===== src/design/dbom_ram.sv =====
`default_nettype none
module dbom_ram #(
	parameter int WIDTH = 32,
	parameter int DEPTH = 128
) (
	input  wire                     clk,
	input  wire                     we,
	input  wire [$clog2(DEPTH)-1:0] waddr,
	input  wire [WIDTH-1:0]         wdata,
	input  wire [$clog2(DEPTH)-1:0] raddr,
	output logic [WIDTH-1:0]        rdata
);

	logic [WIDTH-1:0] mem_q [DEPTH];

	// Single write port, registered read port.
	always_ff @(posedge clk) begin
		if (we) begin
			mem_q[waddr] <= wdata;
		end
		rdata <= mem_q[raddr];
	end

endmodule
`default_nettype wire


===== config.mk =====
export PLATFORM = sky130hd
export DESIGN_NAME = dbom_ram
export DESIGN_NICKNAME = d
export VERILOG_FILES = /design/src/design/dbom_ram.sv
export SDC_FILE = /design/constraint.sdc
export NUM_CORES = 2
export LEC_CHECK = 0
export ABC_AREA = 0
export BUFFER_PORTS_ARGS = -buffer_cell sky130_fd_sc_hd__buf_2
export CORE_MARGIN = 2
export CORE_UTILIZATION = 63
export CTS_CLUSTER_DIAMETER = 200
export DETAILED_ROUTE_END_ITERATION = 10
export GPL_TIMING_DRIVEN = 0
export PLACE_DENSITY_LB_ADDON = 0.15
export SLEW_MARGIN = 20
export SYNTH_ARGS = -nofsm -noshare
export SYNTH_HDL_FRONTEND = slang
export SYNTH_SLANG_ARGS = --single-unit

===== constraint.sdc =====
create_clock -name clk -period 4.6 [get_ports clk]
set_input_delay 0 -clock clk [delete_from_list [all_inputs] [get_ports clk]]
set_output_delay 0 -clock clk [all_outputs]
set_load 0.01 [all_outputs]

## Word-level counts from Yosys, hierarchy flattened

Memory sizes are Yosys's and may differ from the RTL's. A register that Yosys moved wholly into a read port is not among the register bits.
Index checks and enable logic that the tools add are counted.

- Register bits: 0
- Memory bits (writable): 4096
- Memories kept: 1
- Output and inout port bits: 32

Memories:

| name | depth | bits a word | read ports | clocked after Yosys merged registers in | write ports | RTL line | source |
|---|---|---|---|---|---|---|---|
| mem_q | 128 | 32 | 1 | 1 | 1 | 14 | `logic [WIDTH-1:0] mem_q [DEPTH];` |

- Muxes and demuxes: 2

Operators with widths:

| operator | number |
|---|---|
| 2-to-1 mux 1 bit | 2 |

## Depth between registers and ports, before layout

- Word-level depth: 2
- Gate-level depth with buffers: 8

## Worst setup path after synthesis

OpenSTA, ideal clock, no wires.

- Kind: input port to flip-flop
- Start point: in we
- End point: mem mem_q[98][0], enable pin
- Setup slack: 1361 ps
- Cell stages on the path: 3
- Setup time: 461 ps
- Buffers on the path: 1
- Arrival time: 2778 ps
- Cell sequence: clkbuf_1 > nand4_1 > nor3_1

- Cells in the longest elaborated chain, start to end: 2

Ends and longest elaborated chain:

| item | RTL line | source |
|---|---|---|
| start: declaration | 7 | `input wire we,` |
| 2-to-1 mux 1 bit | 18 | `if (we) begin` |
| 2-to-1 mux 1 bit (implied by the code) | 19 | `mem_q[waddr] <= wdata;` |
| end: declaration | 14 |  |

No other way between the ends.

==> impl_metrics.env <==
export IMPL_grt_max_degree=89
export IMPL_clock_sinks=4128
export IMPL_setup_viol=0
export IMPL_start_util_pct=63.4
export IMPL_drt_pass1_iter_count=7
export IMPL_port_buffers=68
export IMPL_max_slew_margin_pct=14.4
export IMPL_layout_common_cells="edfxtp_1, mux4_2, clkbuf_16"
export IMPL_final_util_pct=73.0
export IMPL_total_power_mw=77.7
export IMPL_tightest_slew_ns=1.28
export IMPL_crit_type="input port to flip-flop"
export IMPL_max_freq_ghz=0.280
export IMPL_status="completed"
export IMPL_cts_hold_buffers=51
export IMPL_yosysUniqueCellTypes=17
export IMPL_dr_total_vias=73400
export IMPL_drive_above_1_share_pct=34.8
export IMPL_ys_warn_count=0
export IMPL_worstSetupStartpointType="input port"
export IMPL_drt_wirelength_per_cell_um=39.5
export IMPL_worstPathArrival_ns=4.44
export IMPL_coreArea_mm2=0.246
export IMPL_ys_ff_latch=4128
export IMPL_die_h_um=502
export IMPL_avgSynthCellArea_um2=26.1
export IMPL_cp_max_fo=10
export IMPL_wl_met3_um=54600
export IMPL_ctsLongestPathBuffers=4
export IMPL_finalInstanceArea_mm2=0.180
export IMPL_hold_viol=0
export IMPL_cts_buffers_inserted=409
export IMPL_highest_layer="met5"
export IMPL_syn_cell_area_mm2=0.156
export IMPL_grt_use_total_pct=33.2
export IMPL_wl_met2_um=199000
export IMPL_cp_end_kind="flip-flop"
export IMPL_yosys_area_top_type_share_pct=78.7
export IMPL_final_common_cell="edfxtp_1"
export IMPL_antenna_found_initial=65
export IMPL_cellPowerDensity_mw_per_mm2=432
export IMPL_layout_worst_path_cycle_share_pct=77.8
export IMPL_ioPinCount=80
export IMPL_holdCritPathClass="input port to flip-flop"
export IMPL_post_cts_setup_buffers=0
export IMPL_fin_worst_skew_ns=0.0410
export IMPL_netlist_top_cells_area="edfxtp_1, mux4_2, clkbuf_1"
export IMPL_dp_cells=9592
export IMPL_fin_crit_ns=3.58
export IMPL_clk_pin_slew_worst_paths_ns=0.06
export IMPL_slew_viol_final=0
export IMPL_rows=182
export IMPL_dp_hpwl_um=269000
export IMPL_cts_tree="yes"
export IMPL_syn_instance_count=5990
export IMPL_syn_to_final_growth_pct=15.1
export IMPL_synth_area_leader_cell="edfxtp_1"
export IMPL_place_congestion=1.05
export IMPL_placed_area_mm2=0.167
export IMPL_dr_first_iter_drc_count=12100
export IMPL_drt_wl_total_um=412000
export IMPL_drv_cap=0
export IMPL_ir_drop_v=0.000347
export IMPL_critPathRequiredTime_ns=5.46
export IMPL_postSynthNetCount=6038
export IMPL_drc=0
export IMPL_postCtsResizedCells=0
export IMPL_die_w_um=502
export IMPL_rsz0062_at_grt="no"
export IMPL_die_area_mm2=0.252
export IMPL_grt_pass1_wl_um=570000
export IMPL_leakagePower_nw=55.4
export IMPL_htreeDepth=5
export IMPL_overflow=0
export IMPL_layout_cells_non_filler=10400
export IMPL_ant_nets=0
export IMPL_grt_pass1_vias=73000
export IMPL_viasPerCell=7.03
export IMPL_finalNetCount=6791
export IMPL_cts_root_buf="clkbuf_16"
export IMPL_yosysSeqAreaShare_pct=79.1
export IMPL_drt_met1_wl_um=143000
export IMPL_insertion_delay_ns=0.98
## flip-flops by register name, indices dropped and copies added, names as in the netlist
register	count
mem_q	4096
rdata	32
## synth_stat cells, drive strengths merged
| master | count |
|---|---|
| nor2 | 122 |
| dfxtp | 32 |
| mux2 | 32 |
| mux4 | 1344 |
| nor2b | 7 |
| nand4 | 3 |
| nand2b | 2 |
| clkbuf | 182 |
| buf | 134 |
| edfxtp | 4096 |
| nor3 | 9 |
| nand2 | 14 |
| nand3 | 12 |
| or3 | 1 |
## stage by stage
stage / setup slack (ns) / setup TNS [ns] / hold slack [ns]
after floorplan: 1.36 / 0 / 0.0989
after global placement: -2.08 / -1155.51 / 0.403
after detailed placement: 0.0935 / 0 / 0.396
after CTS: 1.10 / 0 / 0.00111
after global routing: 1.07 / 0 / 0.0412
final: 1.02 / 0 / 0.0473
## path summary, 6_finish.rpt
kind / startpoint / end / slack [ns] / cells past startpoint
setup / recovery: raddr[2] / rdata[19] / 1.02 / 9
hold / removal: wdata[14] / mem_q[71][14] / 0.05 / 2
setup reg to reg: mem_q[39][8] / rdata[8] / 1.84 / 4
hold reg to reg: mem_q[58][17] / rdata[17] / 1.16 / 4
## report_power, final
part	switching, mW	total [mW]	internal, mW
clock network	13.6	31.7	18.0
registers	0.0529	41.6	41.5
logic	2.78	4.42	1.64
## area by class of cell
cell class | instances | area [um^2]
sequential | 4128 | 124000
fill | 13100 | 66600
multi-input combinational | 1546 | 32300
clock buffer | 504 | 10700
timing repair buffer | 342 | 5780
tap | 3312 | 4140
clock inverter | 215 | 1710
buffer | 316 | 1370
antenna | 72 | 180
## critical path: stages
cell	delay [ns]
clkbuf_1	0.36
buf_2	0.51
clkbuf_2	0.45
buf_12	0.25
buf_1	0.69
mux4_2	0.42
mux4_2	0.61
mux4_2	0.73
mux2_2	0.37
## per-layer routing
metal / global-route usage (%) / vias up
met5: 0.637 / -
met4: 12.0 / 20
met3: 10.3 / 734
met2: 51.3 / 5213
met1: 45.8 / 39400
li1: - / 28000
## cell families (layout without fill, tap and decap cells)
family                 after synthesis  count (layout)  share of synthesized area (%)
flip-flops                        4128            4128                           79.1
multiplexers                      1376            1376                           19.6
buffers and inverters              316            1377                          0.839
AND/OR/NAND/NOR                    170             170                          0.446
other                                0              72                              0
Note: power is estimated with default switching activity, not from simulation.
