File: src/design/dbom_pkg.sv
`default_nettype none
package dbom_pkg;

	// Input modes.
	typedef enum logic [1:0] {
		MODE_BOOK   = 2'd0,
		MODE_CREATE = 2'd1,
		MODE_MODIFY = 2'd2,
		MODE_CANCEL = 2'd3
	} mode_t;

	// Result kinds.
	typedef enum logic [1:0] {
		KIND_ACK   = 2'd0,
		KIND_ORDER = 2'd1,
		KIND_TRADE = 2'd2,
		KIND_POS   = 2'd3
	} kind_t;

	localparam logic [1:0] RSN_OK = 2'd0;
	localparam logic [1:0] RSN_INVALID_SIDE = 2'd1;
	localparam logic [1:0] RSN_NOT_SUPPORTED = 2'd2;

	localparam logic [46:0] POS_MAX = {47{1'b1}};

	// Classified command passed from the front part to the back part.
	typedef struct packed {
		logic        match;     // walk the book after the ack
		logic [1:0]  reason;
		logic [31:0] client_ref;
		logic [1:0]  account;
		logic [1:0]  exchange;
		logic [3:0]  symbol;
		logic        side;
		logic [31:0] price;
		logic [31:0] quantity;
	} cmd_t;

endpackage
`default_nettype wire

File: src/design/dbom_back.sv
`default_nettype none
module dbom_back #(
	parameter int DEPTH = 8
) (
	input  wire                clk,
	input  wire                arst_n,
	input  wire                cmd_valid,
	input  dbom_pkg::cmd_t     cmd,
	output logic               cmd_pop,
	output logic               idle,
	output logic [6:0]         rd_addr,
	input  wire [127:0]        rd_data,
	output logic [8:0]         pos_addr,
	input  wire [46:0]         pos_rdata,
	output logic               pos_we,
	output logic [46:0]        pos_wdata,
	output logic               strobe,
	output logic [1:0]         msg_kind,
	output logic [1:0]         reject_reason,
	output logic [31:0]        out_client_ref,
	output logic [1:0]         out_account,
	output logic [1:0]         out_exchange,
	output logic [3:0]         out_symbol,
	output logic               out_side,
	output logic               ord_state,
	output logic [31:0]        fill_qty,
	output logic [31:0]        remaining_qty,
	output logic [47:0]        value,
	output logic               last
);

	localparam int LW = (DEPTH > 1) ? $clog2(DEPTH) : 1;

	typedef enum logic [5:0] {
		ST_IDLE  = 6'b000001,
		ST_ACK   = 6'b000010,
		ST_READ  = 6'b000100,
		ST_EVAL  = 6'b001000,
		ST_TRADE = 6'b010000,
		ST_POS   = 6'b100000
	} state_t;

	state_t          state_q;
	dbom_pkg::cmd_t  c_q;
	logic [LW:0]     lvl_q;
	logic [LW:0]     lvl_rd;
	logic [31:0]     left_q;
	logic [31:0]     fill_q;
	logic [31:0]     lp_q;
	logic [31:0]     lp;
	logic [31:0]     lq;
	logic            crosses;
	logic [31:0]     fill;
	logic [31:0]     left_n;
	logic [47:0]     psum;
	logic            more;

	assign cmd_pop = (state_q == ST_IDLE) && cmd_valid;
	assign idle    = (state_q == ST_IDLE);

	// The read cycle fetches the current level; the other cycles fetch the next one,
	// so the position update knows whether the walk goes on.
	assign lvl_rd  = (state_q == ST_READ) ? lvl_q : lvl_q + 1'b1;
	assign rd_addr = 7'({c_q.symbol, 3'(lvl_rd)});
	assign pos_addr = {c_q.account, c_q.exchange, c_q.symbol, c_q.side};

	// Opposite side of the level just read.
	assign lp      = c_q.side ? rd_data[127:96] : rd_data[63:32];
	assign lq      = c_q.side ? rd_data[95:64]  : rd_data[31:0];
	assign crosses = c_q.side ? ($signed(lp) >= $signed(c_q.price))
		: ($signed(lp) <= $signed(c_q.price));
	assign fill   = (lq >= left_q) ? left_q : lq;
	assign left_n = left_q - fill;
	assign psum   = {1'b0, pos_rdata} + {16'd0, fill_q};
	assign pos_wdata = psum[47] ? dbom_pkg::POS_MAX : psum[46:0];
	assign pos_we = (state_q == ST_POS);
	assign more = (left_q != 32'd0) && ((32'(lvl_q) + 32'd1) < DEPTH) && crosses;

	// Sequencer: ack, then read, evaluate, trade, position per crossed level; any uncrossed level ends the walk.
	always_ff @(posedge clk or negedge arst_n) begin
		if (!arst_n) begin
			state_q <= ST_IDLE;
			strobe  <= 1'b0;
		end else begin
			strobe <= 1'b0;
			unique case (state_q)
				ST_IDLE: begin
					if (cmd_valid) begin
						state_q <= ST_ACK;
					end
				end
				ST_ACK: begin
					strobe  <= 1'b1;
					state_q <= c_q.match ? ST_READ : ST_IDLE;
				end
				ST_READ: state_q <= ST_EVAL;
				ST_EVAL: begin
					if (crosses) begin
						strobe  <= 1'b1;
						state_q <= ST_TRADE;
					end else begin
						strobe  <= (lvl_q == '0);
						state_q <= ST_IDLE;
					end
				end
				ST_TRADE: begin
					strobe  <= 1'b1;
					state_q <= ST_POS;
				end
				ST_POS: begin
					strobe  <= 1'b1;
					state_q <= more ? ST_READ : ST_IDLE;
				end
				default: state_q <= ST_IDLE;
			endcase
		end
	end

	// Payload and walk registers.
	always_ff @(posedge clk) begin
		unique case (state_q)
			ST_IDLE: begin
				c_q    <= cmd;
				lvl_q  <= '0;
				left_q <= cmd.quantity;
			end
			ST_ACK: begin
				msg_kind      <= dbom_pkg::KIND_ACK;
				reject_reason <= c_q.reason;
				ord_state     <= 1'b0;
				fill_qty      <= '0;
				remaining_qty <= '0;
				value         <= '0;
				last          <= !c_q.match;
			end
			ST_READ: ;
			ST_EVAL: begin
				msg_kind      <= dbom_pkg::KIND_ORDER;
				reject_reason <= dbom_pkg::RSN_OK;
				value         <= '0;
				last          <= !crosses;
				ord_state     <= !crosses;
				fill_qty      <= crosses ? fill : 32'd0;
				remaining_qty <= crosses ? left_n : c_q.quantity;
				fill_q        <= fill;
				lp_q          <= lp;
				if (crosses) begin
					left_q <= left_n;
				end
			end
			ST_TRADE: begin
				msg_kind      <= dbom_pkg::KIND_TRADE;
				ord_state     <= 1'b0;
				remaining_qty <= '0;
				value         <= 48'($signed(lp_q));
				last          <= 1'b0;
			end
			ST_POS: begin
				msg_kind <= dbom_pkg::KIND_POS;
				fill_qty <= '0;
				value    <= {1'b0, pos_wdata};
				last     <= !more;
				lvl_q    <= lvl_q + 1'b1;
			end
			default: ;
		endcase
	end

	assign out_client_ref = c_q.client_ref;
	assign out_account    = c_q.account;
	assign out_exchange   = c_q.exchange;
	assign out_symbol     = c_q.symbol;
	assign out_side       = c_q.side;

	// The ack is always the first result after a command is taken.
	a_ack_first: assert property (@(posedge clk) disable iff (!arst_n)
		(state_q == ST_IDLE && cmd_valid) |=> ##1 (strobe && msg_kind == dbom_pkg::KIND_ACK))
		else $error("ack not first");
	// A position update always follows a trade update.
	a_pos_after_trade: assert property (@(posedge clk) disable iff (!arst_n)
		(state_q == ST_POS) |-> (strobe && msg_kind == dbom_pkg::KIND_TRADE)
		##1 (strobe && msg_kind == dbom_pkg::KIND_POS))
		else $error("position order");
	// The walk never goes past the last level.
	a_lvl_range: assert property (@(posedge clk) disable iff (!arst_n)
		(state_q == ST_EVAL) |-> (32'(lvl_q) < DEPTH))
		else $error("level overrun");

endmodule
`default_nettype wire
File: config.mk
export PLATFORM = sky130hd
export DESIGN_NAME = dbom_back
export DESIGN_NICKNAME = d
export VERILOG_FILES = /design/src/design/dbom_pkg.sv /design/src/design/dbom_back.sv
export SDC_FILE = /design/constraint.sdc
export NUM_CORES = 1
export LEC_CHECK = 0
export ABC_AREA = 1
export BUFFER_PORTS_ARGS = -buffer_cell sky130_fd_sc_hd__buf_2
export CAP_MARGIN = 20
export CORE_MARGIN = 3
export CORE_UTILIZATION = 40
export DETAILED_ROUTE_END_ITERATION = 8
export HOLD_SLACK_MARGIN = 0.08
export PLACE_DENSITY = 0.65
export SLEW_MARGIN = 20
export SYNTH_ARGS = -nofsm -noshare
export SYNTH_HDL_FRONTEND = slang
export SYNTH_SLANG_ARGS = --single-unit
File: constraint.sdc
create_clock -name clk -period 15.1 [get_ports clk]
set_clock_uncertainty 0.15 [all_clocks]
set_input_delay 1.51 -clock clk [delete_from_list [all_inputs] [get_ports clk]]
set_output_delay 1.51 -clock clk [all_outputs]
set_load 0.1 [all_outputs]
* Word level (Yosys, flattened, before mapping) *
Cells that the tools add are included.

operators by class
  bitwise gates (word level) = 0
  order comparisons = 4
  shift-type cells = 0
  $add $sub $neg = 4
  div/mod/pow operators = 0
  equal/unequal tests = 8
  reductions and logical operators = 20
  mux-type cells = 25
  multipliers = 0

operators by type and width
  operator             number
  $mux 32              6
  $pmux 32 s2          3
  $pmux 48 s3          1
  $ge 32x32->1         2
  $add 47x32->48       1
  $mux 47              1
  $pmux 6 s6           1
  $le 32x32->1         1
  $reduce_bool 32->1   1
  $sub 32x32->32       1
  $reduce_bool 2->1    5
  $mux 3               3
  $pmux 2 s4           1
  $pmux 4 s2           1
  $eq 6x1->1 const B   1
  $eq 6x2->1 const B   1
  $eq 6x3->1 const B   1
  $eq 6x4->1 const B   1
  $eq 6x5->1 const B   1
  $eq 6x6->1 const B   1
  $mux 6               1
  $reduce_or 2->1      3
  $add 4x1->5 const B  1
  $lt 5x4->1 const B   1
  14 further kinds     21

word-level totals
  memories = 0
  memory bits (writable) = 0
  bits in latches = 0
  input bits = 286
  memory bits (read-only) = 0
  word-level logic and storage cells = 83
  register bits = 333

* Longest topological paths before layout *
  depth after elaboration = 6
  depth in mapped cells = 38

* Worst setup path after synthesis *
OpenSTA, ideal clock, no wires.

  path kind = register to output
  from = reg state_q[1]
  to = out cmd_pop
  arrival = 16964 ps
  cell stages (with the launch flop) = 4
  required time = 13440 ps
  slack = -3524 ps
  cells stage by stage = dfrtp_1 -> nor4_1 -> inv_1 -> nor2_1

between the ends
  longest elaborated chain between the ends = 2

ends and longest elaborated chain
  element                 line              text
  from (decl)             dbom_back.sv:43   state_t state_q;
  from (signal assigned)  dbom_back.sv:94   state_q <= c_q.match ? ST_READ : ST_IDLE;
  from (signal assigned)  dbom_back.sv:112  state_q <= more ? ST_READ : ST_IDLE;
  $eq 6x1->1              -
  named net idle          dbom_back.sv:10   output logic idle,
  $logic_and 1x1->1       dbom_back.sv:58   assign cmd_pop = (state_q == ST_IDLE) && cmd_valid;
  to (decl)               dbom_back.sv:9    output logic cmd_pop,

The timed path passes the listed nets, and every way through them passes these cells.

* Worst setup path after layout *
  from = in rd_data[5]
  to = reg remaining_qty[17] (data pin)

between the ends
  longest elaborated chain between the ends = 6

ends and longest elaborated chain
  element               line              text
  from (decl)           dbom_back.sv:12   input wire [127:0] rd_data,
  $mux 32 (*)           dbom_back.sv:69   assign lq = c_q.side ? rd_data[95:64] : rd_data[31:0];
  $ge 32x32->1          dbom_back.sv:72   assign fill = (lq >= left_q) ? left_q : lq;
  $mux 32 (*)           dbom_back.sv:72
  $sub 32x32->32 (*)    dbom_back.sv:73   assign left_n = left_q - fill;
  $mux 32 (*)           dbom_back.sv:144  remaining_qty <= crosses ? left_n : c_q.quantity;
  $pmux 32 s2 (*)       dbom_back.sv:121  unique case (state_q)
  to (signal assigned)  dbom_back.sv:144
  to (decl)             dbom_back.sv:27   output logic [31:0] remaining_qty,

Every way passes the cells marked *; elsewhere a longest branch is shown, timed or not.
A chain may end at the register's enable or synchronous reset.

==> results.yml <==
yosys:
  synth.distinct_cells: 60
  ys_seq_elements: 333
  syn-cell-area_um2: 20450
  synth_edf_count: 326
  yosysSeqAreaShare_pct: 48.72
  synth_ff_type: "edfxtp_1"
  yosysWarnings: 0
  ys_async_sr_fraction_pct: 2.102
  syn_area_per_cell_um2: 8.991
  synth_cells: 2275
  synthesis.nets: 2674
sta:
  setup_viol: 0
  finalSetupTns_ps: 0
  relSlewSlack_pct: 30.46
  rsz0062_at_grt: "false"
  hold_violations: 0
  worst_pin_slew_ps: 1039
  clock.fmax_mhz: 141.4
  finalCriticalPeriod_ps: 7072
  min_period_over_period_pct: 46.84
  slew_viol_final: 0
power_and_ir_drop:
  total_power_mw: 6.164
  p_leak_nw: 11.78
  powerDensity_nw_per_um2: 249.6
  ir_drop_uv: 139.6
layout:
  syn2layout_area_growth_pct: 20.72
  drive_gt1_share_pct: 26.27
  final_common_cell: "buf_2"
  layout_common_cells: "buf_2, nand2_1, inv_1"
  finalNetCount: 3139
worst_hold_path:
  holdPathStages: 2
  hp-class: "reg2reg"
  worstHoldStart: "c_q[30]"
  hold_path_end: "remaining_qty[30]"
route:
  drt_pre_antenna_iters: 5
  finalWirelength_um: 67750
  via_per_inst: 5.060
  wl_per_cell_um: 19.61
  drt_first_iter_violations: 1236
  vias: 17480
  antenna_left: 0
  drc_errors: 0
grt:
  grt_pass1_vias: 16890
  grt_pass1_wl_um: 99830
  antenna_found_initial: 8
  grt_max_degree: 78
  grt_use_total_pct: 24.39
  grt_overflow: 0
worst_setup_path:
  worstSetupEndpointType: "flop"
  r2r_cells: 28
  setup.worst_path.start_class: "primary input"
  cp.required_ps: 15250
  r2r-end: "remaining_qty[17]"
  reg2reg_from: "out_side"
  critPathKind: "in2reg"
  crit_path_max_fanout: 48
  rrSetupSlack_ps: 8290
  crit_arrival_ps: 7220
clock_tree:
  post_cts_resized: 0
  clkSinkCount: 333
  cts_tree: "yes"
  root_buffer: "clkbuf_16"
  numCtsBuffers: 40
  clk_pin_slew_ps: 60
  clock_path_buffers: 3
  cts_hold_buf: 0
  clkLatencyLatePin_ps: 570
  cts.htree.levels: 2
  postCtsSetupRepairBufs: 0
job:
  cap_violations: 0
floorplan:
  rows: 82
  die_x_um: 232.1
  initial_core_util_pct: 40.60
  die_h_um: 232.1
  ios: 512
  core-area_um2: 50380
  dieArea_um2: 53890
placement:
  place_hpwl_um: 54960
  numPortBuffers: 511
  globalplace.congestion: 0.9662
run_status:
  status: "completed"
==> kinds of logic (layout without fill, tap and decap cells) <==
| group | after synthesis | in the layout | share of synthesized area [%] |
|---|---|---|---|
| xor gates and xnor gates | 37 | 37 | 1.621 |
| AOI/OAI and AO/OA | 309 | 309 | 8.864 |
| muxes | 44 | 44 | 2.416 |
| buffers and inverters | 472 | 968 | 9.958 |
| and+or+nand+nor | 967 | 967 | 21.43 |
| adders and majority gates | 113 | 113 | 6.986 |
| other | 0 | 12 | 0 |
| DFF | 333 | 333 | 48.72 |
==> sequential cells by signal (all words and copies together) (netlist names), 4 cells and up <==
register        count
c_q                67
value              48
fill_q             32
fill_qty           32
left_q             32
lp_q               32
out_client_ref     32
remaining_qty      32
state_q             6
lvl_q               4
out_symbol          4
==> cells in the mapped netlist (all sizes together) (8+ instances only) <==
master  number  share of area, %
nor3        31              0.86
inv        367               6.7
nor2       189               3.7
xor2        31               1.4
nand2      519               9.8
or2         29              0.89
nand4       63               2.5
clkbuf      28              0.51
a31oi        8              0.24
a22o        26               1.1
edfxtp     326                48
buf         76               2.7
o21a        13              0.48
a21oi      102               2.6
ha         111               6.8
mux2        43               2.4
nand3      111               2.9
o21ai      128               3.2
nor4        15              0.46
==> power breakdown <==
group          total, mW  internal [mW]  switching (mW)
sequential          1.56           1.45           0.113
clock              0.970          0.575           0.395
combinational       3.63          0.806            2.83
==> stage by stage <==
| stage | utilization [%] | hold WS, ps | instances | setup WS (ps) | cell area, um2 |
|---|---|---|---|---|---|
| after global placement | 46.37 | 352.2 | 3370 | 7734 | 23360 |
| after CTS | 48.96 | 363.4 | 3443 | 8107 | 24660 |
| final | 49.02 | 365.1 | 3455 | 8028 | 24690 |
| after detailed placement | 46.37 | 354.3 | 3370 | 7538 | 23360 |
| after global routing | 48.99 | 386.1 | 3450 | 7536 | 24680 |
| after floorplan | - | 331.4 | 2275 | 2913 | 20460 |
==> layer usage <==
layer	routed length, um	GRT usage [%]
met5	0	0
met4	1911	8.172
met3	4169	3.582
met2	33120	42.07
met1	28550	31.40
==> worst max path at each step <==
stage,slack (ps),to,start,cells past startpoint
global route,7540,remaining_qty[23],rd_data[5],30
detailed placement,7540,remaining_qty[23],rd_data[5],30
finish,8030,remaining_qty[17],rd_data[5],28
floorplan,2910,cmd_pop,state_q[0],4
global placement,7730,remaining_qty[23],rd_data[5],30
CTS,8110,remaining_qty[23],rd_data[5],30
==> layout make-up <==
cell class / instances / area (um2)
tap: 672 / 840.8
multi-input combinational: 1470 / 8496
clock buffer: 48 / 1031
sequential: 333 / 9966
inverter: 368 / 1381
timing repair buffer: 527 / 2678
clock inverter: 25 / 270.3
fill: 4753 / 25680
antenna: 12 / 30.03
==> worst max-delay path, stage by stage <==
cell and delay [ps]:
buf_2 100, o21ai_0 550, inv_1 150, ha_1 320, nand2_1 70, nand2_1 60, nand2_1 60, nand2_1 50
nor2_1 90, nand2_1 70, nand2_1 60, nand2_1 80, nand2_2 770, nand2_1 630, o21ai_0 650, ha_1 380
nand2_1 80, nor2_1 40, a211oi_1 310, nor2_1 80, nand3_1 100, nand2_1 140, nand3_1 90, nand2_1 160
nand2_1 110, nand2_1 70, xor2_1 270, o21ai_1 120
(Power assumes the default switching activity.)
