File: src/design/dbom_pkg.sv
`default_nettype none
package dbom_pkg;

	// Input modes.
	typedef enum logic [1:0] {
		MODE_BOOK   = 2'd0,
		MODE_CREATE = 2'd1,
		MODE_MODIFY = 2'd2,
		MODE_CANCEL = 2'd3
	} mode_t;

	// Result kinds.
	typedef enum logic [1:0] {
		KIND_ACK   = 2'd0,
		KIND_ORDER = 2'd1,
		KIND_TRADE = 2'd2,
		KIND_POS   = 2'd3
	} kind_t;

	localparam logic [1:0] RSN_OK = 2'd0;
	localparam logic [1:0] RSN_INVALID_SIDE = 2'd1;
	localparam logic [1:0] RSN_NOT_SUPPORTED = 2'd2;

	localparam logic [46:0] POS_MAX = {47{1'b1}};

	// Classified command passed from the front part to the back part.
	typedef struct packed {
		logic        match;     // walk the book after the ack
		logic [1:0]  reason;
		logic [31:0] client_ref;
		logic [1:0]  account;
		logic [1:0]  exchange;
		logic [3:0]  symbol;
		logic        side;
		logic [31:0] price;
		logic [31:0] quantity;
	} cmd_t;

endpackage
`default_nettype wire

File: src/design/dbom_front.sv
`default_nettype none
module dbom_front #(
	parameter int DEPTH = 8,
	parameter int NUM_SYMBOLS = 16,
	parameter int NUM_ACCOUNTS = 4,
	parameter int NUM_EXCHANGES = 4
) (
	input  wire                clk,
	input  wire                arst_n,
	input  wire                take,
	input  wire [1:0]          mode,
	input  wire [3:0]          symbol,
	input  wire [1:0]          exchange,
	input  wire [1:0]          account,
	input  wire [31:0]         client_ref,
	input  wire [1:0]          side,
	input  wire [2:0]          level,
	input  wire [31:0]         price,
	input  wire [31:0]         quantity,
	input  wire [31:0]         offer_price,
	input  wire [31:0]         ask_qty,
	// Book write port.
	output logic               bk_we,
	output logic [3:0]         bk_sym,
	output logic [2:0]         bk_lvl,
	output logic [127:0]       bk_data,
	// Command queue push.
	output logic               cmd_push,
	output dbom_pkg::cmd_t     cmd
);

	logic [15:0] present_q;
	logic        lvl_ok;
	logic        sym_ok;
	logic        idx_ok;

	assign lvl_ok = 32'(level) < DEPTH;
	assign sym_ok = 32'(symbol) < NUM_SYMBOLS;
	assign idx_ok = sym_ok && (32'(account) < NUM_ACCOUNTS)
		&& (32'(exchange) < NUM_EXCHANGES);

	// Book writes go straight to the level memory.
	assign bk_we   = take && (mode == dbom_pkg::MODE_BOOK) && lvl_ok && sym_ok;
	assign bk_sym  = symbol;
	assign bk_lvl  = level;
	assign bk_data = {price, quantity, offer_price, ask_qty};

	always_ff @(posedge clk or negedge arst_n) begin
		if (!arst_n) begin
			present_q <= '0;
		end else if (bk_we) begin
			present_q[symbol] <= 1'b1;
		end
	end

	// Classify orders and requests.
	always_comb begin
		cmd_push       = take && (mode != dbom_pkg::MODE_BOOK);
		cmd.client_ref = client_ref;
		cmd.account    = account;
		cmd.exchange   = exchange;
		cmd.symbol     = symbol;
		cmd.price      = price;
		cmd.quantity   = quantity;
		cmd.side       = 1'b0;
		cmd.match      = 1'b0;
		cmd.reason     = dbom_pkg::RSN_OK;
		if (mode != dbom_pkg::MODE_CREATE) begin
			cmd.reason = dbom_pkg::RSN_NOT_SUPPORTED;
		end else if (side[1]) begin
			cmd.reason = dbom_pkg::RSN_INVALID_SIDE;
		end else begin
			cmd.side  = side[0];
			cmd.match = idx_ok && present_q[symbol] && (quantity != 32'd0);
		end
	end

endmodule
`default_nettype wire

File: config.mk
export PLATFORM = sky130hd
export DESIGN_NAME = dbom_front
export DESIGN_NICKNAME = d
export VERILOG_FILES = /design/src/design/dbom_pkg.sv /design/src/design/dbom_front.sv
export SDC_FILE = /design/constraint.sdc
export NUM_CORES = 1
export LEC_CHECK = 0
export BUFFER_PORTS_ARGS = -buffer_cell sky130_fd_sc_hd__buf_2
export CAP_MARGIN = 20
export CORE_AREA = 5 5 161 163
export CTS_BUF_LIST = sky130_fd_sc_hd__clkbuf_8
export DETAILED_ROUTE_END_ITERATION = 12
export DIE_AREA = 0 0 166 168
export PLACE_DENSITY = 0.46
export SYNTH_ARGS = -nofsm -noshare
export SYNTH_HDL_FRONTEND = slang
export SYNTH_SLANG_ARGS = --single-unit
File: constraint.sdc
create_clock -name clk -period 1.39 [get_ports clk]
set_input_delay 0.278 -clock clk [delete_from_list [all_inputs] [get_ports clk]]
set_output_delay 0.278 -clock clk [all_outputs]
set_load 0.02 [all_outputs]
=== Word level (Yosys, flattened, before mapping) ===
Index checks and enable logic that the tools add are counted.

* Add/sub/neg operators: 0
* Shift-type cells: 0
* Reductions and logical operators: 7
* Bitwise logic cells: 1
* Equal/unequal tests: 1
* Order comparisons: 2
* Div/mod/pow operators: 0
* Multiplexer cells: 10
* Multiply operators: 0

{| class="wikitable"
|+ Operators with widths
! cell !! number
|-
| $reduce_bool A32 Y1 || 1
|-
| $or A16 B16 Y16 || 1
|-
| $mux W1 || 7
|-
| $lt A4 B5 Y1 const B || 1
|-
| $bmux W1 S4 || 1
|-
| $demux W1 S4 || 1
|-
| $ge A4 B1 Y1 const B || 1
|-
| $logic_and A1 B1 Y1 || 4
|-
| $logic_not A2 Y1 || 1
|-
| $mux W2 || 1
|-
| $ne A2 B1 Y1 const B || 1
|-
| $reduce_bool A2 Y1 || 1
|}

* Bits in latches: 0
* Output and inout port bits: 245
* Memories kept: 0
* Bits in read-only memories: 0
* Input port bits: 178
* Register bits after elaboration: 16
* RAM bits: 0
* Word-level logic and storage cells: 22

=== Depth between registers and ports, before layout ===
Gate-level depths: netlist of run 1.

* Word-level depth: 5
* Gate-level depth with buffers: 4
* Mapped depth without buffers: 4

=== Least setup slack after synthesis of run 1 ===
No wires, ideal clock.

* Path type: input port to output port
* Start: input port symbol[1]
* End: output port cmd[107] (netlist bit)
* Data required time: 1.112 ns
* Path buffers: 1
* Arrival time: 1.317 ns
* Path slack: -0.205 ns
* Cell stages on the path: 4
* Cells stage by stage: clkbuf_1 -> mux4_2 -> o22ai_1 -> nor3_1

{| class="wikitable"
|+ RTL lines
! what !! RTL line !! text
|-
| start: declaration || dbom_front.sv:12 || <nowiki>input wire [3:0] symbol,</nowiki>
|-
| end: declaration || dbom_front.sv:29 || <nowiki>output dbom_pkg::cmd_t cmd</nowiki>
|}

==> results of run 1 <==
==> worst reg2reg max path, cell delays in order, from the launching register on <==
cell and delay (ns):
sky130_fd_sc_hd__dfrtp_1 0.38, sky130_fd_sc_hd__buf_4 0.13, sky130_fd_sc_hd__a21o_1 0.14
==> final timing paths <==
kind / to / slack, ns / from
min in group asynchronous: present_q[14]$_DFFE_PN0P_ / 0.48 / arst_n
max: cmd[107] / -0.54 / present_q[2]$_DFFE_PN0P_
min reg2reg: present_q[0]$_DFFE_PN0P_ / 0.46 / present_q[0]$_DFFE_PN0P_
max reg2reg: present_q[1]$_DFFE_PN0P_ / 0.64 / present_q[1]$_DFFE_PN0P_
max in group asynchronous: present_q[5]$_DFFE_PN0P_ / 0.64 / arst_n
min: present_q[15]$_DFFE_PN0P_ / 0.44 / symbol[1]
==> Yosys cell counts <==
master                       n  share of area
sky130_fd_sc_hd__o21bai_1    6          0.017
sky130_fd_sc_hd__o22ai_1     1         0.0024
sky130_fd_sc_hd__nor2b_1     3         0.0071
sky130_fd_sc_hd__nor4_1      8          0.019
sky130_fd_sc_hd__nand2_1     3         0.0043
sky130_fd_sc_hd__buf_4     240           0.68
sky130_fd_sc_hd__a211oi_2    1         0.0047
sky130_fd_sc_hd__nor2_1      5         0.0071
sky130_fd_sc_hd__and2_1      1         0.0024
sky130_fd_sc_hd__clkbuf_1    1         0.0014
sky130_fd_sc_hd__o21ai_0     1         0.0019
sky130_fd_sc_hd__inv_1       3         0.0043
sky130_fd_sc_hd__o31ai_1     1         0.0028
sky130_fd_sc_hd__o21a_1      1         0.0028
sky130_fd_sc_hd__a21o_1      6          0.017
sky130_fd_sc_hd__nor3_1      2         0.0038
sky130_fd_sc_hd__nand4_1     2         0.0047
sky130_fd_sc_hd__mux4_2      3          0.026
sky130_fd_sc_hd__a31o_2      3          0.010
sky130_fd_sc_hd__dfrtp_1    16           0.15
sky130_fd_sc_hd__mux4_1      1          0.010
sky130_fd_sc_hd__or3b_4      1         0.0043
sky130_fd_sc_hd__or2_4       1         0.0033
sky130_fd_sc_hd__nand2b_1    4         0.0095
==> cells by family (layout without fill, tap and decap cells) <==
group	count (synthesis)	count (layout)	synth area share
AO/OA/AOI/OAI	20	20	0.0588
buffers and inverters	244	171	0.688
flip-flops	16	16	0.152
multiplexers	4	4	0.0356
AND/OR/NAND/NOR	30	30	0.0654
==> cells in the final DEF (no fill, tap or decap) <==
cell / instances
sky130_fd_sc_hd__nor4_1: 8
sky130_fd_sc_hd__or3b_4: 1
sky130_fd_sc_hd__nor2_1: 5
sky130_fd_sc_hd__o22ai_2: 1
sky130_fd_sc_hd__a31o_2: 3
sky130_fd_sc_hd__inv_2: 1
sky130_fd_sc_hd__dfrtp_1: 16
sky130_fd_sc_hd__nand2_1: 3
sky130_fd_sc_hd__dlygate4sd3_1: 1
sky130_fd_sc_hd__nor2b_1: 3
sky130_fd_sc_hd__nand4_1: 2
sky130_fd_sc_hd__o21ai_0: 1
sky130_fd_sc_hd__buf_4: 42
sky130_fd_sc_hd__o21bai_1: 6
sky130_fd_sc_hd__buf_6: 4
sky130_fd_sc_hd__nand2b_1: 4
sky130_fd_sc_hd__and2_1: 1
sky130_fd_sc_hd__or2_4: 1
sky130_fd_sc_hd__o31ai_1: 1
sky130_fd_sc_hd__a21o_1: 6
sky130_fd_sc_hd__o21a_1: 1
sky130_fd_sc_hd__mux4_2: 3
sky130_fd_sc_hd__a211oi_2: 1
sky130_fd_sc_hd__clkbuf_8: 4
sky130_fd_sc_hd__buf_2: 117
sky130_fd_sc_hd__inv_1: 2
sky130_fd_sc_hd__nor3_1: 1
sky130_fd_sc_hd__mux4_1: 1
sky130_fd_sc_hd__nor3_4: 1
==> routing by layer <==
| metal | track usage | up-vias |
|---|---|---|
| li1 | - | 621 |
| met1 | 0.0612 | 660 |
| met2 | 0.0748 | 204 |
| met3 | 0.0572 | 47 |
| met4 | 0.0323 | 4 |
| met5 | 0.0191 | - |
==> per-stage QoR <==
| step | setup WS (ns) | std cells | hold slack, ns | area [um^2] | TNS [ns] |
|---|---|---|---|---|---|
| after floorplan | -0.110 | 314 | -0.0176 | 2660 | -0.110 |
| after detailed placement | -0.511 | 559 | 0.214 | 2170 | -1.51 |
| final | -0.537 | 565 | 0.438 | 2270 | -0.537 |
| after CTS | -0.553 | 565 | 0.423 | 2270 | -0.553 |
| after global routing | -0.625 | 565 | 0.460 | 2270 | -0.625 |
| after global placement | -0.500 | 559 | 0.220 | 2170 | -1.36 |
==> where the power goes <==
group | internal, mW | switching, mW | total [mW]
clock | 0.252 | 0.164 | 0.415
combinational | 0.314 | 0.355 | 0.669
sequential | 0.549 | 0.0440 | 0.593
total | 1.11 | 0.562 | 1.68
==> area by class of cell <==
type	count	area, um^2
clock buffer	4	55.1
sequential	16	400
multi-input combinational	54	439
inverter	3	11.3
timing repair buffer	164	956
tap	324	405
fill	2806	21900
==> what timing repair did <==
item,CTS,global route
endpoints found under the setup margin,2,3
gates resized for setup,7,0
hold buffers,1,0
buffers inserted,1,0
pin swaps,1,1
hold endpoints to repair,16,0
==> metrics.json, run 1 <==
{
  "status": {"value": "finished, violations left"},
  "failed_checks": {"value": "negative setup slack"},
  "top_level_ports": {"value": 423},
  "cts_tree": {"value": "yes"},
  "wl_final": {"value": 8.98, "unit": "mm"},
  "end_kind": {"value": "output pin"},
  "floorplan.die_area": {"value": 27900, "unit": "um^2"},
  "gr_util_all_layers": {"value": 0.0590},
  "clock_root_buffer": {"value": "sky130_fd_sc_hd__clkbuf_8"},
  "timing.final.crit_period": {"value": 1.93, "unit": "ns"},
  "max-vdd-ir-drop": {"value": 0.222, "unit": "mV"},
  "area_growth": {"value": -14.1, "unit": "%"},
  "post_dp_hpwl": {"value": 7.95, "unit": "mm"},
  "synthDistinctLibCells": {"value": 24},
  "number_of_instances_on_the_worst_hold_path": {"value": 2},
  "timing.final.crit_share": {"value": 1.39},
  "routabilityCongestion": {"value": 0.767},
  "unrepaired_setup_endpoints_after_global_routing": {"value": "true"},
  "critPathTopFamily": {"value": "multiplexers"},
  "antenna-diode-count": {"value": 0},
  "dr.first_iter.drc_count": {"value": 112},
  "critPathSlowestCell": {"value": "sky130_fd_sc_hd__mux4_2"},
  "worstSetupStartpointType": {"value": "flip-flop"},
  "cts.clk_slew.worst_paths": {"value": 0.06, "unit": "ns"},
  "largest-register": {"value": "present_q"},
  "wl_met1": {"value": 3.08, "unit": "mm"},
  "mappedNetlistArea": {"value": 2640, "unit": "um^2"},
  "floorplan.die.height": {"value": 168, "unit": "um"},
  "largest_net_degree_at_the_start_of_global_routing": {"value": 17},
  "cts.path.max_buffers": {"value": 2},
  "finalNetCount": {"value": 420},
  "worst-endpoint-arrival": {"value": 1.65, "unit": "ns"},
  "finalMaxSlewViolations": {"value": 0},
  "htreeDepth": {"value": 1},
  "dr_wl_met3": {"value": 1.83, "unit": "mm"},
  "cp.buffers_inverters": {"value": 1},
  "hp-class": {"value": "in2reg"},
  "timing_worst_setup_path_type": {"value": "reg2out"},
  "wl_per_cell": {"value": 15.9, "unit": "um"},
  "total_congestion_overflow_after_global_routing": {"value": 0},
  "io_buffers": {"value": 120},
  "ys_seq_area_frac": {"value": 0.152},
  "remaining_drc_errors": {"value": 0},
  "worst_clock_skew": {"value": 0, "unit": "ns"},
  "pwr_density_cell": {"value": 740, "unit": "nW/um^2"},
  "initial_utilization": {"value": 0.109},
  "largest_reg_flops": {"value": 16},
  "r2r_depth": {"value": 2},
  "synth_nets": {"value": 492},
  "vias": {"value": 1536},
  "worst_slack": {"value": -0.537, "unit": "ns"},
  "slew_worst_pin": {"value": 0.362, "unit": "ns"},
  "crit_required": {"value": 1.11, "unit": "ns"},
  "first_global_vias": {"value": 1553},
  "critical_path_cell_list": {"value": "mux4_2 > nor2b_1 > a211oi_2 > nor3_4 > buf_6"},
  "synth_cells": {"value": 314},
  "max_freq": {"value": 519, "unit": "MHz"},
  "worstSkewPairLatency": {"value": 0.25, "unit": "ns"},
  "die_width": {"value": 166, "unit": "um"},
  "drive_gt1_frac": {"value": 0.743},
  "cts.sinks": {"value": 16},
  "route.top_layer_used": {"value": "met5"},
  "post_synth.cell_area_avg": {"value": 8.40, "unit": "um^2"},
  "maxSlewHeadroom": {"value": 0.759},
  "setup_violations": {"value": 1},
  "grt_first_pass_wirelength": {"value": 11.9, "unit": "mm"},
  "numCtsBuffers": {"value": 3},
  "grt_antenna_before_repair": {"value": 1},
  "crit_path_max_fanout": {"value": 2},
  "cpPeakStageDelay": {"value": 0.46, "unit": "ns"},
  "synth-seq-cells": {"value": 16},
  "final-hold-violation-count": {"value": 0},
  "fp-row-count": {"value": 57},
  "met2_length": {"value": 3.54, "unit": "mm"},
  "fin_total_pwr": {"value": 1.68, "unit": "mW"},
  "yosys_warnings": {"value": 0},
  "core_area": {"value": 24200, "unit": "um^2"},
  "first_pass_iters": {"value": 4},
  "routed_via_density": {"value": 2.72},
  "postLayoutCoreUtil": {"value": 0.0938},
  "max-cap-violations": {"value": 0},
  "largestRegisters": {"value": "present_q x16"},
  "critical_path_depth": {"value": 5},
  "post_drt_antenna_nets": {"value": 0},
  "static-leakage-power": {"value": 1.10, "unit": "nW"}
}
No activity file was read; power rests on OpenSTA's default activity.
==> inputs of run 2 (changes only) <==
--- a/config.mk
+++ b/config.mk
@@ -12,6 +12,7 @@
 export DETAILED_ROUTE_END_ITERATION = 12
 export DIE_AREA = 0 0 166 168
 export PLACE_DENSITY = 0.46
+export SETUP_SLACK_MARGIN = 0.4
 export SYNTH_ARGS = -nofsm -noshare
 export SYNTH_HDL_FRONTEND = slang
 export SYNTH_SLANG_ARGS = --single-unit
==> metrics.json, run 2 (synthesis gave the netlist of run 1 again) <==
{
  "timing_worst_setup_path_type": {"value": "reg2out"},
  "max_freq": {"value": 515, "unit": "MHz", "change": "-0.75%"},
  "worstReg2RegStart": {"value": "present_q[3]$_DFFE_PN0P_"},
  "maxSlewHeadroom": {"value": 0.756, "change": "-0.00298"},
  "finalMaxSlewViolations": {"value": 0, "change": "unchanged"},
  "global_route.usage.met1": {"value": 0.0540, "change": "-0.00721"},
  "pre_cts_slack": {"value": -0.493, "unit": "ns", "change": "+0.0173 ns"},
  "first_pass_iters": {"value": 3, "change": "-1"},
  "worst_clock_skew": {"value": 0, "unit": "ns", "change": "unchanged"},
  "crit_required": {"value": 1.11, "unit": "ns", "change": "about the same"},
  "routed_via_density": {"value": 2.81, "change": "+3.5%"},
  "worstSetupStartpointType": {"value": "flip-flop"},
  "floorplan.die_area": {"value": 27900, "unit": "um^2", "change": "unchanged"},
  "start_point_of_the_worst_min_delay_path": {"value": "symbol[0]"},
  "htreeDepth": {"value": 1, "change": "unchanged"},
  "clock_root_buffer": {"value": "sky130_fd_sc_hd__clkbuf_8"},
  "antenna-diode-count": {"value": 0, "change": "unchanged"},
  "initial_utilization": {"value": 0.109, "change": "unchanged"},
  "unrepaired_setup_endpoints_after_global_routing": {"value": "true"},
  "first_global_vias": {"value": 1594, "change": "+2.6%"},
  "hp-class": {"value": "in2reg"},
  "io_buffers": {"value": 120, "change": "unchanged"},
  "max-vdd-ir-drop": {"value": 0.190, "unit": "mV", "change": "-14%"},
  "cts.path.max_buffers": {"value": 2, "change": "unchanged"},
  "fill_cells": {"value": 2795, "change": "-0.39%"},
  "final-hold-violation-count": {"value": 0, "change": "unchanged"},
  "post_dp_hpwl": {"value": 7.46, "unit": "mm", "change": "-6.2%"},
  "design_area": {"value": 2480, "unit": "um^2", "change": "+9.4%"},
  "setup_total_negative_slack": {"value": -0.551, "unit": "ns", "change": "-0.0146 ns"},
  "globalRoute.busiestLayer": {"value": "met2"},
  "whs_endpoint": {"value": "present_q[3]$_DFFE_PN0P_"},
  "wl_final": {"value": 8.60, "unit": "mm", "change": "-4.2%"},
  "max-cap-violations": {"value": 0, "change": "unchanged"},
  "area_growth": {"value": -6.02, "unit": "%"},
  "wl_per_cell": {"value": 15.1, "unit": "um", "change": "-5.1%"},
  "vias": {"value": 1604, "change": "+4.4%"},
  "timing.final.crit_period": {"value": 1.94, "unit": "ns", "change": "+0.0146 ns"},
  "gr_util_all_layers": {"value": 0.0544, "change": "-0.00452"},
  "drive_gt1_frac": {"value": 0.785, "change": "+0.0418"},
  "grt.met2_usage": {"value": 0.0716, "change": "-0.00320"},
  "largest_net_degree_at_the_start_of_global_routing": {"value": 17, "change": "unchanged"},
  "r2r_depth": {"value": 3, "change": "+1"},
  "finalNetCount": {"value": 425, "change": "+1.2%"},
  "worst-endpoint-arrival": {"value": 1.66, "unit": "ns", "change": "about the same"},
  "layout_common_cells": {"value": "sky130_fd_sc_hd__buf_2 (101), sky130_fd_sc_hd__buf_4 (46), sky130_fd_sc_hd__buf_6 (21), sky130_fd_sc_hd__dfrtp_1 (16), sky130_fd_sc_hd__nor4_1 (8)"},
  "worstSkewPairLatency": {"value": 0.24, "unit": "ns", "change": "about the same"},
  "floorplan.die.height": {"value": 168, "unit": "um", "change": "unchanged"},
  "post_drt_antenna_nets": {"value": 0, "change": "unchanged"},
  "slew_worst_pin": {"value": 0.367, "unit": "ns", "change": "+0.00447 ns"},
  "die_width": {"value": 166, "unit": "um", "change": "unchanged"},
  "total_congestion_overflow_after_global_routing": {"value": 0, "change": "unchanged"},
  "largest_reg_flops": {"value": 16, "change": "unchanged"},
  "worst_slack": {"value": -0.551, "unit": "ns", "change": "-0.0146 ns"},
  "top_level_ports": {"value": 423, "change": "unchanged"},
  "cts.clk_slew.worst_paths": {"value": 0.06, "unit": "ns", "change": "about the same"},
  "end_kind": {"value": "output pin"},
  "layout.cells.most_common": {"value": "sky130_fd_sc_hd__buf_2"},
  "cts_tree": {"value": "yes"},
  "core_area": {"value": 24200, "unit": "um^2", "change": "unchanged"},
  "dr.first_iter.drc_count": {"value": 39, "change": "-65%"},
  "grt_first_pass_wirelength": {"value": 11.2, "unit": "mm", "change": "-5.6%"},
  "remaining_drc_errors": {"value": 0, "change": "unchanged"},
  "dpl-instance-area": {"value": 2200, "unit": "um^2", "change": "+1.1%"},
  "largest-register": {"value": "present_q"},
  "failed_checks": {"value": "negative setup slack"},
  "numCtsBuffers": {"value": 3, "change": "unchanged"},
  "m3_gr_usage": {"value": 0.0528, "change": "-0.00445"},
  "static-leakage-power": {"value": 1.17, "unit": "nW", "change": "+6.6%"},
  "grt_antenna_before_repair": {"value": 1, "change": "unchanged"},
  "largestRegisters": {"value": "present_q x16"},
  "status": {"value": "finished, violations left"},
  "fin_worst_hold_slack": {"value": 0.333, "unit": "ns", "change": "-0.105 ns"},
  "r2r_setup_slack": {"value": 0.46, "unit": "ns", "change": "-0.18 ns"},
  "place.detailed.instances": {"value": 557, "change": "-0.36%"},
  "rr_endpoint": {"value": "present_q[3]$_DFFE_PN0P_"},
  "fp-row-count": {"value": 57, "change": "unchanged"},
  "finalNonFillerCells": {"value": 570, "change": "+0.88%"},
  "pwr_density_cell": {"value": 703, "unit": "nW/um^2", "change": "-5.0%"},
  "cts.sinks": {"value": 16, "change": "unchanged"},
  "routabilityCongestion": {"value": 0.769, "change": "+0.21%"},
  "number_of_instances_on_the_worst_hold_path": {"value": 2, "change": "unchanged"},
  "crit_path_max_fanout": {"value": 2, "change": "unchanged"},
  "setup_violations": {"value": 1, "change": "unchanged"},
  "timing.final.crit_share": {"value": 1.40, "change": "+0.0105"}
}
==> run 2: changes by cell type in the layout (fill, tap and decap cells not counted), moves of 4 or more <==
| cell | previous run | this run |
|---|---|---|
| sky130_fd_sc_hd__nor2_4 | 0 | 4 |
| sky130_fd_sc_hd__buf_4 | 42 | 46 |
| sky130_fd_sc_hd__buf_6 | 4 | 21 |
| sky130_fd_sc_hd__buf_2 | 117 | 101 |
| sky130_fd_sc_hd__nor2_1 | 5 | 1 |
==> run 2: worst max path at each step <==
stage | from | end | cells past startpoint
5_1_grt | present_q[2]$_DFFE_PN0P_ | cmd[107] | 5
4_1_cts | present_q[2]$_DFFE_PN0P_ | cmd[107] | 5
3_3_place_gp | symbol[0] | cmd[107] | 5
6_report | present_q[2]$_DFFE_PN0P_ | cmd[107] | 5
2_1_floorplan | present_q[9]$_DFFE_PN0P_ | cmd[107] | 3
3_5_place_dp | symbol[0] | cmd[107] | 5
==> run 2: repair_timing <==
item,in CTS,in global routing
hold buffers,1,0
cloned,0,0
gates resized for setup,31,16
endpoints found under the hold margin,16,0
pin swaps,5,5
setup buffers,3,5
setup endpoints to repair,30,28
==> run 2: power by group <==
group,switching (mW),total (mW),internal (mW)
Combinational,0.374,0.745,0.372
Clock,0.156,0.407,0.251
Sequential,0.0427,0.592,0.549
Total,0.572,1.74,1.17
==> run 2: stage by stage <==
step                      power [mW]    util
after floorplan                 1.76       -
after global placement          1.26  0.0908
after detailed placement        1.27  0.0908
after CTS                       1.72  0.0988
after global routing            1.84   0.103
final                           1.74   0.103
==> run 2: routing by layer <==
layer | routed length [um] | up-vias
met2 | 3560 | 202
met3 | 1740 | 54
met1 | 2770 | 722
met4 | 537 | 0
met5 | 0 | -
li1 | - | 626
==> run 2: final cells by class <==
type | count | area [um^2] | area share
Clock buffer | 4 | 55.1 | 0.0222
Inverter | 3 | 13.8 | 0.00555
Multi-Input combinational cell | 54 | 508 | 0.205
Sequential cell | 16 | 400 | 0.161
Tap cell | 324 | 405 | 0.163
Timing Repair Buffer | 169 | 1100 | 0.442
==> run 2: worst max-delay path, stage by stage (launching register included) <==
cell	delay, ns
sky130_fd_sc_hd__dfrtp_1	0.39
sky130_fd_sc_hd__mux4_2	0.47
sky130_fd_sc_hd__nor2b_4	0.15
sky130_fd_sc_hd__a211oi_4	0.23
sky130_fd_sc_hd__nor3_4	0.05
sky130_fd_sc_hd__buf_6	0.13
